--- src/sv/per_antenna_time_interpolator_assert.svh ---
// ----------------------------------------------------------------------------
// Assertion macros for the per-antenna time interpolator
// Concurrent checks sampled on clk, disabled while arst_n is low.
// ----------------------------------------------------------------------------
`ifndef PER_ANTENNA_TIME_INTERPOLATOR_ASSERT_SVH
`define PER_ANTENNA_TIME_INTERPOLATOR_ASSERT_SVH

// same-cycle implication
`define PATI_ASSERT_IMPL(label, ante, cons) \
	label: assert property (@(posedge clk) disable iff (!arst_n) (ante) |-> (cons)) \
		else $error("pati same-cycle check failed");

// next-cycle implication
`define PATI_ASSERT_NEXT(label, ante, cons) \
	label: assert property (@(posedge clk) disable iff (!arst_n) (ante) |=> (cons)) \
		else $error("pati next-cycle check failed");

`endif

--- src/sv/pati_pkg.sv ---
// ----------------------------------------------------------------------------
// pati_pkg
// Sizes, codes, state type and controller/datapath bundles of the
// per-antenna time interpolator.
// ----------------------------------------------------------------------------
package pati_pkg;

	localparam int ROWS     = 1024;
	localparam int ANTENNAS = 64;
	localparam int NVAL     = 7;
	localparam int VAL_W    = 24;
	localparam int TIME_W   = 32;
	localparam int ANT_W    = 8;
	localparam int SUB_W    = 8;

	localparam int ROW_AW = (ROWS > 1) ? $clog2(ROWS) : 1;
	localparam int CNT_W  = ROW_AW + 1;
	localparam int ANT_AW = (ANTENNAS > 1) ? $clog2(ANTENNAS) : 1;
	localparam int PTR_W  = 2 * ROW_AW;
	localparam int VALS_W = NVAL * VAL_W;
	localparam int ROW_W  = TIME_W + ANT_W + SUB_W + VALS_W;
	localparam int K_W    = $clog2(NVAL);

	// arithmetic widths
	localparam int W_W    = TIME_W + 2;   // weights
	localparam int DEN_W  = TIME_W + 1;   // span magnitude
	localparam int PROD_W = W_W + VAL_W;
	localparam int ACC_W  = PROD_W + 1;
	localparam int Q_W    = VAL_W;        // quotient never exceeds 2^23
	localparam int QC_W   = $clog2(Q_W);

	localparam logic [VAL_W-1:0] BLANK   = 24'h800000;
	localparam logic [VAL_W-1:0] VAL_MAX = 24'h7FFFFF;

	typedef enum logic [1:0] {
		ACT_APPEND = 2'd0,
		ACT_CLEAR  = 2'd1,
		ACT_QUERY  = 2'd2
	} action_t;

	typedef enum logic [4:0] {
		ST_IDLE, ST_EXEC, ST_Q_IDX, ST_SCAN, ST_SCAN_CHK, ST_SCAN_INIT_F,
		ST_ADV_CHK, ST_ADV_EVAL, ST_RD_P, ST_LD_P, ST_RD_F, ST_LD_F,
		ST_WGT, ST_MUL_A, ST_MUL_B, ST_DIVS, ST_DIV, ST_STORE, ST_OUT
	} state_t;

	typedef struct packed {
		logic capture;
		logic append;
		logic clear;
		logic q_start;
		logic q_load;
		logic scan_zero;
		logic scan_from_prior;
		logic scan_next;
		logic found_prior;
		logic fail_prior;
		logic found_follow;
		logic fail_follow;
		logic adv_rd;
		logic adv_take;
		logic rd_prior;
		logic ld_prior;
		logic rd_follow;
		logic ld_follow;
		logic wgt;
		logic mul_a;
		logic mul_b;
		logic div_start;
		logic store;
		logic res_blank;
		logic out_load;
	} cmd_t;

	typedef struct packed {
		logic [1:0] action;
		logic       ant_bad;
		logic       started;
		logic       scan_end;
		logic       row_match;
		logic       adv_ok;
		logic       t_after;
		logic       div_done;
		logic       last_val;
		logic       out_free;
	} sts_t;

endpackage

--- src/sv/pati_ctrl.sv ---
// ----------------------------------------------------------------------------
// pati_ctrl
// Sequencer: decodes the captured item, walks the row store for the
// pointer search, then steps the seven weighted sums through the datapath.
// ----------------------------------------------------------------------------
module pati_ctrl import pati_pkg::*; (
	input  logic clk,
	input  logic arst_n,
	input  logic in_valid,
	output logic in_ready,
	input  sts_t sts,
	output cmd_t cmd
);

	state_t state_q, state_d;
	logic   find_prior_q;

	// next state
	always_comb begin
		state_d = state_q;
		unique case (state_q)
			ST_IDLE: begin
				if (in_valid) state_d = ST_EXEC;
			end
			ST_EXEC: begin
				case (sts.action)
					ACT_QUERY: state_d = sts.ant_bad ? ST_OUT : ST_Q_IDX;
					default:   state_d = ST_IDLE;
				endcase
			end
			ST_Q_IDX:       state_d = sts.started ? ST_ADV_CHK : ST_SCAN;
			ST_SCAN:        state_d = sts.scan_end ? ST_ADV_CHK : ST_SCAN_CHK;
			ST_SCAN_CHK: begin
				if (!sts.row_match) state_d = ST_SCAN;
				else if (find_prior_q) state_d = ST_SCAN_INIT_F;
				else state_d = ST_ADV_CHK;
			end
			ST_SCAN_INIT_F: state_d = ST_SCAN;
			ST_ADV_CHK:     state_d = sts.adv_ok ? ST_ADV_EVAL : ST_RD_P;
			ST_ADV_EVAL:    state_d = sts.t_after ? ST_SCAN_INIT_F : ST_RD_P;
			ST_RD_P:        state_d = ST_LD_P;
			ST_LD_P:        state_d = ST_RD_F;
			ST_RD_F:        state_d = ST_LD_F;
			ST_LD_F:        state_d = ST_WGT;
			ST_WGT:         state_d = ST_MUL_A;
			ST_MUL_A:       state_d = ST_MUL_B;
			ST_MUL_B:       state_d = ST_DIVS;
			ST_DIVS:        state_d = ST_DIV;
			ST_DIV: begin
				if (sts.div_done) state_d = ST_STORE;
			end
			ST_STORE:       state_d = sts.last_val ? ST_OUT : ST_MUL_A;
			ST_OUT: begin
				if (sts.out_free) state_d = ST_IDLE;
			end
			default:        state_d = ST_IDLE;
		endcase
	end

	// outputs
	always_comb begin
		cmd      = '0;
		in_ready = 1'b0;
		unique case (state_q)
			ST_IDLE: begin
				in_ready    = 1'b1;
				cmd.capture = in_valid;
			end
			ST_EXEC: begin
				case (sts.action)
					ACT_APPEND: cmd.append = 1'b1;
					ACT_CLEAR:  cmd.clear  = 1'b1;
					ACT_QUERY: begin
						cmd.res_blank = sts.ant_bad;
						cmd.q_start   = !sts.ant_bad;
					end
					default: ;
				endcase
			end
			ST_Q_IDX: begin
				cmd.q_load    = 1'b1;
				cmd.scan_zero = !sts.started;
			end
			ST_SCAN: begin
				cmd.fail_prior  = sts.scan_end && find_prior_q;
				cmd.fail_follow = sts.scan_end && !find_prior_q;
			end
			ST_SCAN_CHK: begin
				cmd.scan_next    = !sts.row_match;
				cmd.found_prior  = sts.row_match && find_prior_q;
				cmd.found_follow = sts.row_match && !find_prior_q;
			end
			ST_SCAN_INIT_F: cmd.scan_from_prior = 1'b1;
			ST_ADV_CHK:     cmd.adv_rd = sts.adv_ok;
			ST_ADV_EVAL:    cmd.adv_take = sts.t_after;
			ST_RD_P:        cmd.rd_prior = 1'b1;
			ST_LD_P:        cmd.ld_prior = 1'b1;
			ST_RD_F:        cmd.rd_follow = 1'b1;
			ST_LD_F:        cmd.ld_follow = 1'b1;
			ST_WGT:         cmd.wgt = 1'b1;
			ST_MUL_A:       cmd.mul_a = 1'b1;
			ST_MUL_B:       cmd.mul_b = 1'b1;
			ST_DIVS:        cmd.div_start = 1'b1;
			ST_DIV:         ;
			ST_STORE:       cmd.store = 1'b1;
			ST_OUT:         cmd.out_load = sts.out_free;
			default:        ;
		endcase
	end

	// state register and search mode
	always_ff @(posedge clk or negedge arst_n) begin
		if (!arst_n) begin
			state_q      <= ST_IDLE;
			find_prior_q <= 1'b0;
		end else begin
			state_q <= state_d;
			if (state_q == ST_Q_IDX) begin
				find_prior_q <= 1'b1;
			end else if (state_q == ST_SCAN_INIT_F) begin
				find_prior_q <= 1'b0;
			end
		end
	end

endmodule

--- config.mk ---
export PLATFORM = sky130hd
export DESIGN_NAME = pati_ctrl
export DESIGN_NICKNAME = d
export VERILOG_FILES = /design/src/sv/per_antenna_time_interpolator_assert.svh /design/src/sv/pati_pkg.sv /design/src/sv/pati_ctrl.sv
export SDC_FILE = /design/constraint.sdc
export NUM_CORES = 1
export LEC_CHECK = 0
export BUFFER_PORTS_ARGS = -buffer_cell sky130_fd_sc_hd__buf_2
export CORE_MARGIN = 4
export CORE_UTILIZATION = 43
export DETAILED_ROUTE_END_ITERATION = 6
export PLACE_DENSITY = 0.84
export SYNTH_ARGS = -nofsm -noshare
export SYNTH_HDL_FRONTEND = slang
export SYNTH_SLANG_ARGS = --single-unit
--- constraint.sdc ---
create_clock -name clk -period 1.84 [get_ports clk]
set_input_delay 0.184 -clock clk [delete_from_list [all_inputs] [get_ports clk]]
set_output_delay 0.184 -clock clk [all_outputs]
set_load 0.005 [all_outputs]
==> reports/results.tsv, run 1 <==
metric	value	unit
Synth Warn #	0	
DR vias	1007	
Comb pwr share	0.729	
clock sinks	6	
most frequent cells in the layout	39 x buf_2, 20 x nor2_1, 16 x buf_4	
PnR worst setup slack	-0.0110	ns
multi-input logic area	541	um2
drt wl/cell	15.7	um
global route total overflow	0	
worst reg2reg path depth	5	
Max VDD drop	1.09	mV
FP Rows	14	
final setup violating endpoints	1	
syn nets	117	
clk slew on worst S/H paths	0.05	ns
Max-slew headroom	0.737	
Clock Tree Buf Depth	2	
register share of total power	0.193	
Max Slew Vio Count	0	
Die W	48.8	um
post-DR vias/cell	5.85	
Most used DFF post-synth	dfrtp_1	
Placed Instances	159	
Net Sw Power	808	uW
unrepaired setup endpoints after global routing	true	
register area share after synthesis	0.210	
Sw Share	0.499	
Initial Util	0.463	
Leak	0.559	nW
EDFF count, synth	0	
Max-Cap Viols	0	
Post-Layout Cell Count	172	
Post-synth ARST share	1.00	
antenna violations before repair	0	
CTS tree	done	
Setup CP Type	reg -> out	
vias in the first global route	920	
worst path required time	1.66	ns
CP Launch Type	flop	
CTS buffer count	3	
worst min path class	in -> async	
Placer Congestion	0.924	
post-placement cell area	955	um2
worst-path fanout max	7	
H-tree depth	1	
Cell variety after synth	36	
FF+latch area	155	um2
clock power share	0.078	
Synth Instances	103	
clk_skew	0.0133	ns
final setup TNS	-0.0110	ns
minimum clock period	1.85	ns
Int Power	810	uW
CTS Root Cell	clkbuf_4	
Overall Power	1.62	mW
fin crit share	1.01	
slew at the pin closest to its max-slew limit	0.391	ns
largest net degree at the start of global routing	13	
Ant. Diodes	0	
most common cell after layout, fill and taps aside	buf_2	
# port buffers	39	
core region area	1540	um2
failing checks	negative setup slack	
fin area	1070	um2
status	finished, violations left	
filler cell count	124	
Post-Syn Area	714	um2
final hold violation count	0	
Worst Path Arrival	1.67	ns
# IOs	40	
nets@finish	172	
share of cells above drive strength 1	0.462	
GRT Total Usage	0.216	
clk_lat worst skew	0.25	ns
Yosys reg bits	6	
Routed WL	2.71	mm
Die Y	48.8	um
post-DP HPWL	1.96	mm
Residual DRC	0	
element type at the critical path end	output port	
area growth from synthesis to layout	50.4	%
pwr/cell area	1500	nW/um2
1st-iter DRT viols	65	
1st-pass router iterations	4	
hold_ws	0.284	ns
syn avg cell area	6.94	um2
antenna-violating nets left	0	
Die ar.	2380	um2
first-pass GRT wire length	4.20	mm
Fmax achieved	0.540	GHz
## layer usage
layer  routed length (um)  vias up  global-route usage  part of all wire
li1                     -      475                   -                 -
met1                 1030      463               0.243              0.38
met2                 1370       67               0.383              0.51
met3                  297        2              0.0583              0.11
met4                    5        0              0.0807            0.0018
met5                    0        -                   0                 0
## state kept, by name, summed over array words and instances (netlist names)
signal / cells
find_prior_q: 1
state_q: 5
## timing repair
item	CTS	global route
endpoints found under the hold margin	6	0
setup endpoints to repair	3	8
buffers inserted	7	2
resized for setup	3	5
hold buffers	1	0
## final cells by class
cell class,count,area share
clock buffers,3,0.0210
multi-input cells,88,0.503
flip-flops and latches,6,0.144
well taps,16,0.0186
repair buffers,56,0.303
inverters,3,0.0105
## power groups by stage
stage | sequential [mW] | clock (mW) | combinational (mW)
after global placement | 0.318 | 0 | 0.940
final | 0.312 | 0.125 | 1.18
after floorplan | 0.246 | 0 | 0.702
after detailed placement | 0.326 | 0 | 0.969
after CTS | 0.293 | 0.129 | 1.10
after global routing | 0.324 | 0.139 | 1.28
## per-stage QoR
step,util,worst slack (ns)
6_report,0.697,-0.0110
3_5_place_dp,0.619,0.154
4_1_cts,0.677,0.0143
5_1_grt,0.697,-0.113
3_3_place_gp,0.619,0.198
2_1_floorplan,-,0.414
## cells in the mapped netlist, drive strengths merged (2+ instances only)
cell	number	area share
nor2	22	0.12
nand2	8	0.042
and3	7	0.061
dfrtp	6	0.21
a21oi	5	0.035
nor3	5	0.035
buf	4	0.028
nor2b	4	0.035
inv	3	0.016
nand2b	3	0.026
or3	3	0.033
a211oi	2	0.021
a311oi	2	0.025
a31oi	2	0.018
and2	2	0.018
clkbuf	2	0.011
mux2	2	0.032
nand3	2	0.014
nor3b	2	0.021
nor4	2	0.039
o211ai	2	0.021
o22ai	2	0.026
## critical path, stage by stage (launching register included)
cell	delay (ns)
dfrtp_2	0.45
or3_4	0.43
nor4_4	0.25
and2_1	0.18
buf_2	0.11
## logic make-up after synthesis
logic type,Yosys count,share of synthesized area
AOI/OAI and AO/OA,21,0.208
buffers and inverters,9,0.0543
DFF,6,0.210
muxes,2,0.0315
and+or+nand+nor,65,0.496
## final timing paths
check / slack, ns / startpoint / to
hold / removal: 0.28 / arst_n / state_q[1]
max in group asynchronous: 1.37 / arst_n / state_q[2]
min in group clk: 0.31 / sts[8] / state_q[4]
setup reg to reg: 0.15 / state_q[3] / state_q[0]
hold reg to reg: 0.71 / find_prior_q / find_prior_q
setup / recovery: -0.01 / state_q[2] / cmd[1]
No activity file was read; power rests on OpenSTA's default activity.
==> inputs of run 2 (changes only) <==
--- a/config.mk
+++ b/config.mk
@@ -7,9 +7,10 @@
 export LEC_CHECK = 0
 export BUFFER_PORTS_ARGS = -buffer_cell sky130_fd_sc_hd__buf_2
 export CORE_MARGIN = 4
-export CORE_UTILIZATION = 43
+export CORE_UTILIZATION = 39
+export CTS_CLUSTER_SIZE = 16
 export DETAILED_ROUTE_END_ITERATION = 6
-export PLACE_DENSITY = 0.84
+export PLACE_DENSITY = 0.81
 export SYNTH_ARGS = -nofsm -noshare
 export SYNTH_HDL_FRONTEND = slang
 export SYNTH_SLANG_ARGS = --single-unit
==> constraint.sdc (replaced) <==
create_clock -name clk -period 1.6 [get_ports clk]
set_input_delay 0.16 -clock clk [delete_from_list [all_inputs] [get_ports clk]]
set_output_delay 0.16 -clock clk [all_outputs]
set_load 0.005 [all_outputs]
==> run 2 against run 1 <==
Effect of this change: the run still ends with negative setup slack left; largest cell class unchanged; flip-flop and latch count did not move; clock skew fell by 0.0054 ns; sequential power rose by 9.6%; die area rose by 8.5%; via count rose by 23%; highest routed layer unchanged; total power rose by 74%; critical endpoint is now cmd[21].
==> reports/results.tsv, run 2 (synthesis gave the netlist of run 1 again) <==
metric	value	unit	change
Residual DRC	0		unchanged
CP Cell Sequence	or3_4 > nor4_4 > nor2b_4 > buf_2		
antenna-violating nets left	0		unchanged
most common cell after layout, fill and taps aside	buf_2		
Worst Path Arrival	1.70	ns	+0.03 ns
slew at the pin closest to its max-slew limit	0.342	ns	-0.0491 ns
failing checks	negative setup slack		
1st-pass router iterations	4		unchanged
vias in the first global route	1111		+21%
worst path required time	1.44	ns	-0.22 ns
status	finished, violations left		
Largest register FFs	5		unchanged
GRT Total Usage	0.266		+0.0499
Leak	0.706	nW	+26%
CTS tree	done		
Max-slew headroom	0.770		+0.0336
slowest cell delay on critical path	0.43	ns	-0.02 ns
first-pass GRT wire length	5.17	mm	+23%
minimum clock period	1.86	ns	
drt wl/cell	20.7	um	+32%
Die ar.	2580	um2	+8.5%
flop2flop setup slack	-0.25	ns	-0.40 ns
Routed WL	4.17	mm	+54%
1st-iter DRT viols	45		-31%
antenna violations before repair	0		unchanged
CP top delay family	simple AND/OR/NAND/NOR gates		
crit path max-delay cell type	dfrtp_2		
CP startpoint	state_q[2]		
area growth from synthesis to layout	107	%	
FP Rows	15		+1
Post-Layout Cell Count	201		+17%
share of cells above drive strength 1	0.693		+0.232
Max-Cap Viols	0		unchanged
Ant. Diodes	0		unchanged
fin crit share	1.16		
most frequent cells in the layout	36 x buf_2, 27 x buf_4, 11 x buf_6		
Die W	50.8	um	+4.2%
Max Slew Vio Count	0		unchanged
clk slew on worst S/H paths	0.06	ns	about the same
clk_lat worst skew	0.25	ns	about the same
Placed Instances	175		+10%
Largest regs	state_q: 5 flops, find_prior_q: 1 flops		
final hold violation count	0		unchanged
global route total overflow	0		unchanged
clock sinks	6		unchanged
reg2reg end	state_q[0]		
CTS Root Cell	clkbuf_4		
CP Launch Type	flop		
pwr/cell area	1900	nW/um2	+26%
worst reg2reg path depth	7		+2
largest net degree at the start of global routing	10		-3
Biggest register	state_q		
CP Buf/Inv Count	1		unchanged
CTS buffer count	3		unchanged
Initial Util	0.414		-0.0497
start of the worst register-to-register path	state_q[3]		
# port buffers	39		unchanged
PnR worst setup slack	-0.256	ns	-0.245 ns
unrepaired setup endpoints after global routing	true		
element type at the critical path end	output port		
DR vias	1239		+23%
Setup CP Type	reg -> out		
Fmax achieved	0.539	GHz	
Max VDD drop	1.13	mV	+4.0%
Placer Congestion	0.937		+1.4%
# IOs	40		unchanged
post-DP HPWL	2.08	mm	+6.2%
worst min path class	in -> async		
Die Y	50.8	um	+4.2%
post-DR vias/cell	6.16		+5.3%
Clock Tree Buf Depth	2		unchanged
post-place setup slack	0.0251	ns	-0.129 ns
H-tree depth	1		unchanged
nets@finish	192		+12%
final setup violating endpoints	29		+28
clk_skew	0.00790	ns	-0.00542 ns
worst-path fanout max	5		-2
core region area	1730	um2	+12%
[run 2: changes by cell type in the layout (fill, tap and decap cells not counted), sizes merged]
cell	change
buf	+20
[run 2: layout make-up]
cell class | count | area [um2]
multi-input cells | 88 | 727
clock buffers | 3 | 22.5
inverters | 3 | 11.3
fillers | 99 | 249
well taps | 25 | 31.3
flip-flops and latches | 6 | 154
repair buffers | 76 | 532
[run 2: metal layers]
layer	vias up	GRT usage	share of wire
met1	583	0.294	0.36
met3	25	0.0564	0.10
li1	523	-	-
met2	108	0.478	0.49
met4	0	0.126	0.037
met5	-	0	0
[run 2: how the worst max path moves through the flow]
stage	end	slack, ns	depth (start not counted)
after CTS	cmd[1]	-0.18	4
after global placement	cmd[1]	0.09	4
after detailed placement	cmd[1]	0.03	4
after floorplan	state_q[0]	0.17	4
final	cmd[21]	-0.26	4
after global routing	cmd[16]	-0.29	8
[run 2: report_power, final]
group	switching (mW)	total [mW]	leakage [nW]	internal (mW)
sequential	0.114	0.342	0.0701	0.229
combinational	1.22	2.32	0.622	1.10
clock	0.0667	0.152	0.0138	0.0857
[run 2: through the flow]
stage | instance area [um2] | util | power [mW] | hold WS [ns] | TNS, ns
finish | 1480 | 0.856 | 2.81 | 0.267 | -3.97
floorplan | 714 | - | 1.09 | -0.136 | 0
CTS | 1270 | 0.738 | 2.25 | 0.264 | -1.05
detailed placement | 1020 | 0.590 | 1.63 | 0.000319 | 0
global route | 1480 | 0.856 | 2.93 | 0.269 | -5.30
global placement | 1020 | 0.590 | 1.58 | -0.0121 | 0
[run 2: what timing repair did]
action,in CTS,in global routing
hold buffers,1,0
endpoints found under the hold margin,6,0
buffers inserted,16,7
gates cloned,0,0
gates resized for setup,29,40
endpoints found under the setup margin,21,29
pin swaps,11,16
==> inputs of run 3 (changes only) <==
--- a/config.mk
+++ b/config.mk
@@ -5,12 +5,12 @@
 export SDC_FILE = /design/constraint.sdc
 export NUM_CORES = 1
 export LEC_CHECK = 0
-export BUFFER_PORTS_ARGS = -buffer_cell sky130_fd_sc_hd__buf_2
 export CORE_MARGIN = 4
-export CORE_UTILIZATION = 39
+export CORE_UTILIZATION = 45
 export CTS_CLUSTER_SIZE = 16
 export DETAILED_ROUTE_END_ITERATION = 6
-export PLACE_DENSITY = 0.81
+export DONT_BUFFER_PORTS = 1
+export PLACE_DENSITY = 0.66
 export SYNTH_ARGS = -nofsm -noshare
 export SYNTH_HDL_FRONTEND = slang
 export SYNTH_SLANG_ARGS = --single-unit
==> constraint.sdc (replaced) <==
create_clock -name clk -period 1.85 [get_ports clk]
set_input_delay 0.185 -clock clk [delete_from_list [all_inputs] [get_ports clk]]
set_output_delay 0.185 -clock clk [all_outputs]
set_load 0.005 [all_outputs]
==> run 3 against run 2 <==
Effect of this change: the flow still finishes with violations (negative setup slack); sequential power is essentially flat; final cell count shrank 35%; highest routed layer unchanged; largest power group unchanged; design area shrank 42%; critical path type unchanged; hold slack lost 0.071 ns; clock-buffer cell count is the same.
==> reports/results.tsv, run 3 (synthesis gave the netlist of run 1 again) <==
metric	value	unit	change
status	finished, violations left		
failing checks	negative setup slack		
DRT met1 WL	884	um	-42%
H-tree depth	1		unchanged
uppermost layer routed	met4		
antenna violations before repair	0		unchanged
global route total overflow	0		unchanged
1st-pass router iterations	5		+1
Worst Path Arrival	1.67	ns	-0.03 ns
DR vias	853		-31%
Ant. Diodes	0		unchanged
Fmax achieved	0.540	GHz	
CTS Root Cell	clkbuf_4		
share of cells above drive strength 1	0.243		-0.450
Int Power	732	uW	-48%
post-place setup slack	0.217	ns	+0.191 ns
Overall Power	1.45	mW	-48%
slowest cell delay on critical path	0.46	ns	+0.03 ns
Max Slew Vio Count	0		unchanged
largest net degree at the start of global routing	18		+8
Routed met2 length	1.15	mm	-44%
post-DR vias/cell	6.51		+5.6%
fin area	857	um2	-42%
slew at the pin closest to its max-slew limit	0.388	ns	+0.0458 ns
final setup TNS	-0.00164	ns	+3.97 ns
Post-Layout Cell Count	131		-35%
worst-path fanout max	8		+3
clock sinks	6		unchanged
# port buffers	0		-100%
first-pass GRT wire length	3.01	mm	-42%
worst reg2reg path depth	5		-2
register share of total power	0.236		+0.114
Die ar.	2290	um2	-11%
FP Rows	14		-1
Routed WL	2.29	mm	-45%
nets@finish	131		-32%
clock power share	0.084		+0.030
Max VDD drop	0.897	mV	-21%
crit path max-delay cell type	dfrtp_2		
Largest register FFs	5		unchanged
Max-Cap Viols	0		unchanged
final setup violating endpoints	1		-97%
Largest regs	state_q: 5 flops, find_prior_q: 1 flops		
PnR worst setup slack	-0.00164	ns	+0.255 ns
Initial Util	0.474		+0.0605
area growth from synthesis to layout	20.0	%	
Net Sw Power	721	uW	-48%
Comb pwr share	0.680		-0.144
element type at the critical path end	output port		
pwr/cell area	1690	nW/um2	-11%
# IOs	40		unchanged
antenna-violating nets left	0		unchanged
CTS buffer count	3		unchanged
minimum clock period	1.85	ns	
clk_lat worst skew	0.25	ns	about the same
post-DP HPWL	1.72	mm	-17%
Die Y	47.8	um	-5.8%
DR WL met3	236	um	-46%
worst min path class	in -> reg		
1st-iter DRT viols	37		-18%
vias in the first global route	659		-41%
unrepaired setup endpoints after global routing	true		
CTS tree	done		
CP Launch Type	flop		
clk_skew	0.00514	ns	-0.00277 ns
core region area	1510	um2	-13%
Clock Tree Buf Depth	2		unchanged
Placer Congestion	0.896		-4.4%
fin crit share	1.00		
Placed Instances	119		-32%
worst path required time	1.66	ns	+0.22 ns
Sw Share	0.496		-0.00104
Biggest register	state_q		
GRT Total Usage	0.187		-0.0788
Die W	47.8	um	-5.8%
Leak	0.350	nW	-50%
most common cell after layout, fill and taps aside	nor2_1		
final hold violation count	0		unchanged
Residual DRC	0		unchanged
Max-slew headroom	0.741		-0.0295
Hold Path Depth	2		
clk slew on worst S/H paths	0.05	ns	about the same
Setup CP Type	reg -> out		
drt wl/cell	17.4	um	-16%
CP Cell Sequence	or3_4 > nor4_4 > and2_1		
most frequent cells in the layout	22 x nor2_1, 14 x buf_4, 8 x nand2_1		
post-placement cell area	752	um2	-26%
[run 3: changes by cell type in the layout (fill, tap and decap cells not counted), sizes merged]
| cell | change |
|---|---|
| buf | -61 |
[run 3: critical path: cells and delay by family (launching register included)]
| kind | cells | cell delay (ns) |
|---|---|---|
| AND/OR/NAND/NOR | 3 | 0.96 |
| flip-flops | 1 | 0.46 |
[run 3: metal layers]
layer	vias to the layer above	global-route usage
met1	400	0.248
met5	-	0
met4	0	0.0323
li1	397	-
met2	52	0.301
met3	4	0.0602
[run 3: through the flow]
stage	util	hold WS, ns
finish	0.569	0.196
CTS	0.522	0.172
detailed placement	0.499	-0.110
floorplan	-	-0.111
global route	0.569	0.219
global placement	0.499	-0.110
[run 3: final timing paths]
kind                       slack, ns      endpoint         start
setup reg to reg                0.15    state_q[0]    state_q[3]
hold reg to reg                 0.64  find_prior_q  find_prior_q
hold / removal                  0.20    state_q[2]        sts[5]
min in group asynchronous       0.25  find_prior_q        arst_n
setup / recovery              -0.002        cmd[1]    state_q[2]
max in group asynchronous       1.34    state_q[4]        arst_n
[run 3: power groups by stage]
| stage | Sequential [mW] | Combinational (mW) | Clock (mW) |
|---|---|---|---|
| global route | 0.357 | 1.09 | 0.133 |
| CTS | 0.341 | 0.837 | 0.127 |
| finish | 0.343 | 0.987 | 0.122 |
| floorplan | 0.244 | 0.698 | 0 |
| global placement | 0.340 | 0.827 | 0 |
| detailed placement | 0.341 | 0.829 | 0 |
[run 3: area by class of cell]
cell class | count | area (um2)
Inverter | 3 | 11.3
Clock buffer | 3 | 22.5
Multi-Input combinational cell | 88 | 533
Fill cell | 142 | 649
Sequential cell | 6 | 155
Tap cell | 16 | 20.0
Timing Repair Buffer | 15 | 115
[run 3: what timing repair did]
| action | 4_1_cts | 5_1_grt |
|---|---|---|
| hold buffers | 1 | 0 |
| buffers inserted | 0 | 8 |
| setup endpoints to repair | 2 | 5 |
| gates resized for setup | 1 | 5 |
| pin swaps | 0 | 2 |
| cloned | 0 | 0 |
| endpoints found under the hold margin | 6 | 0 |
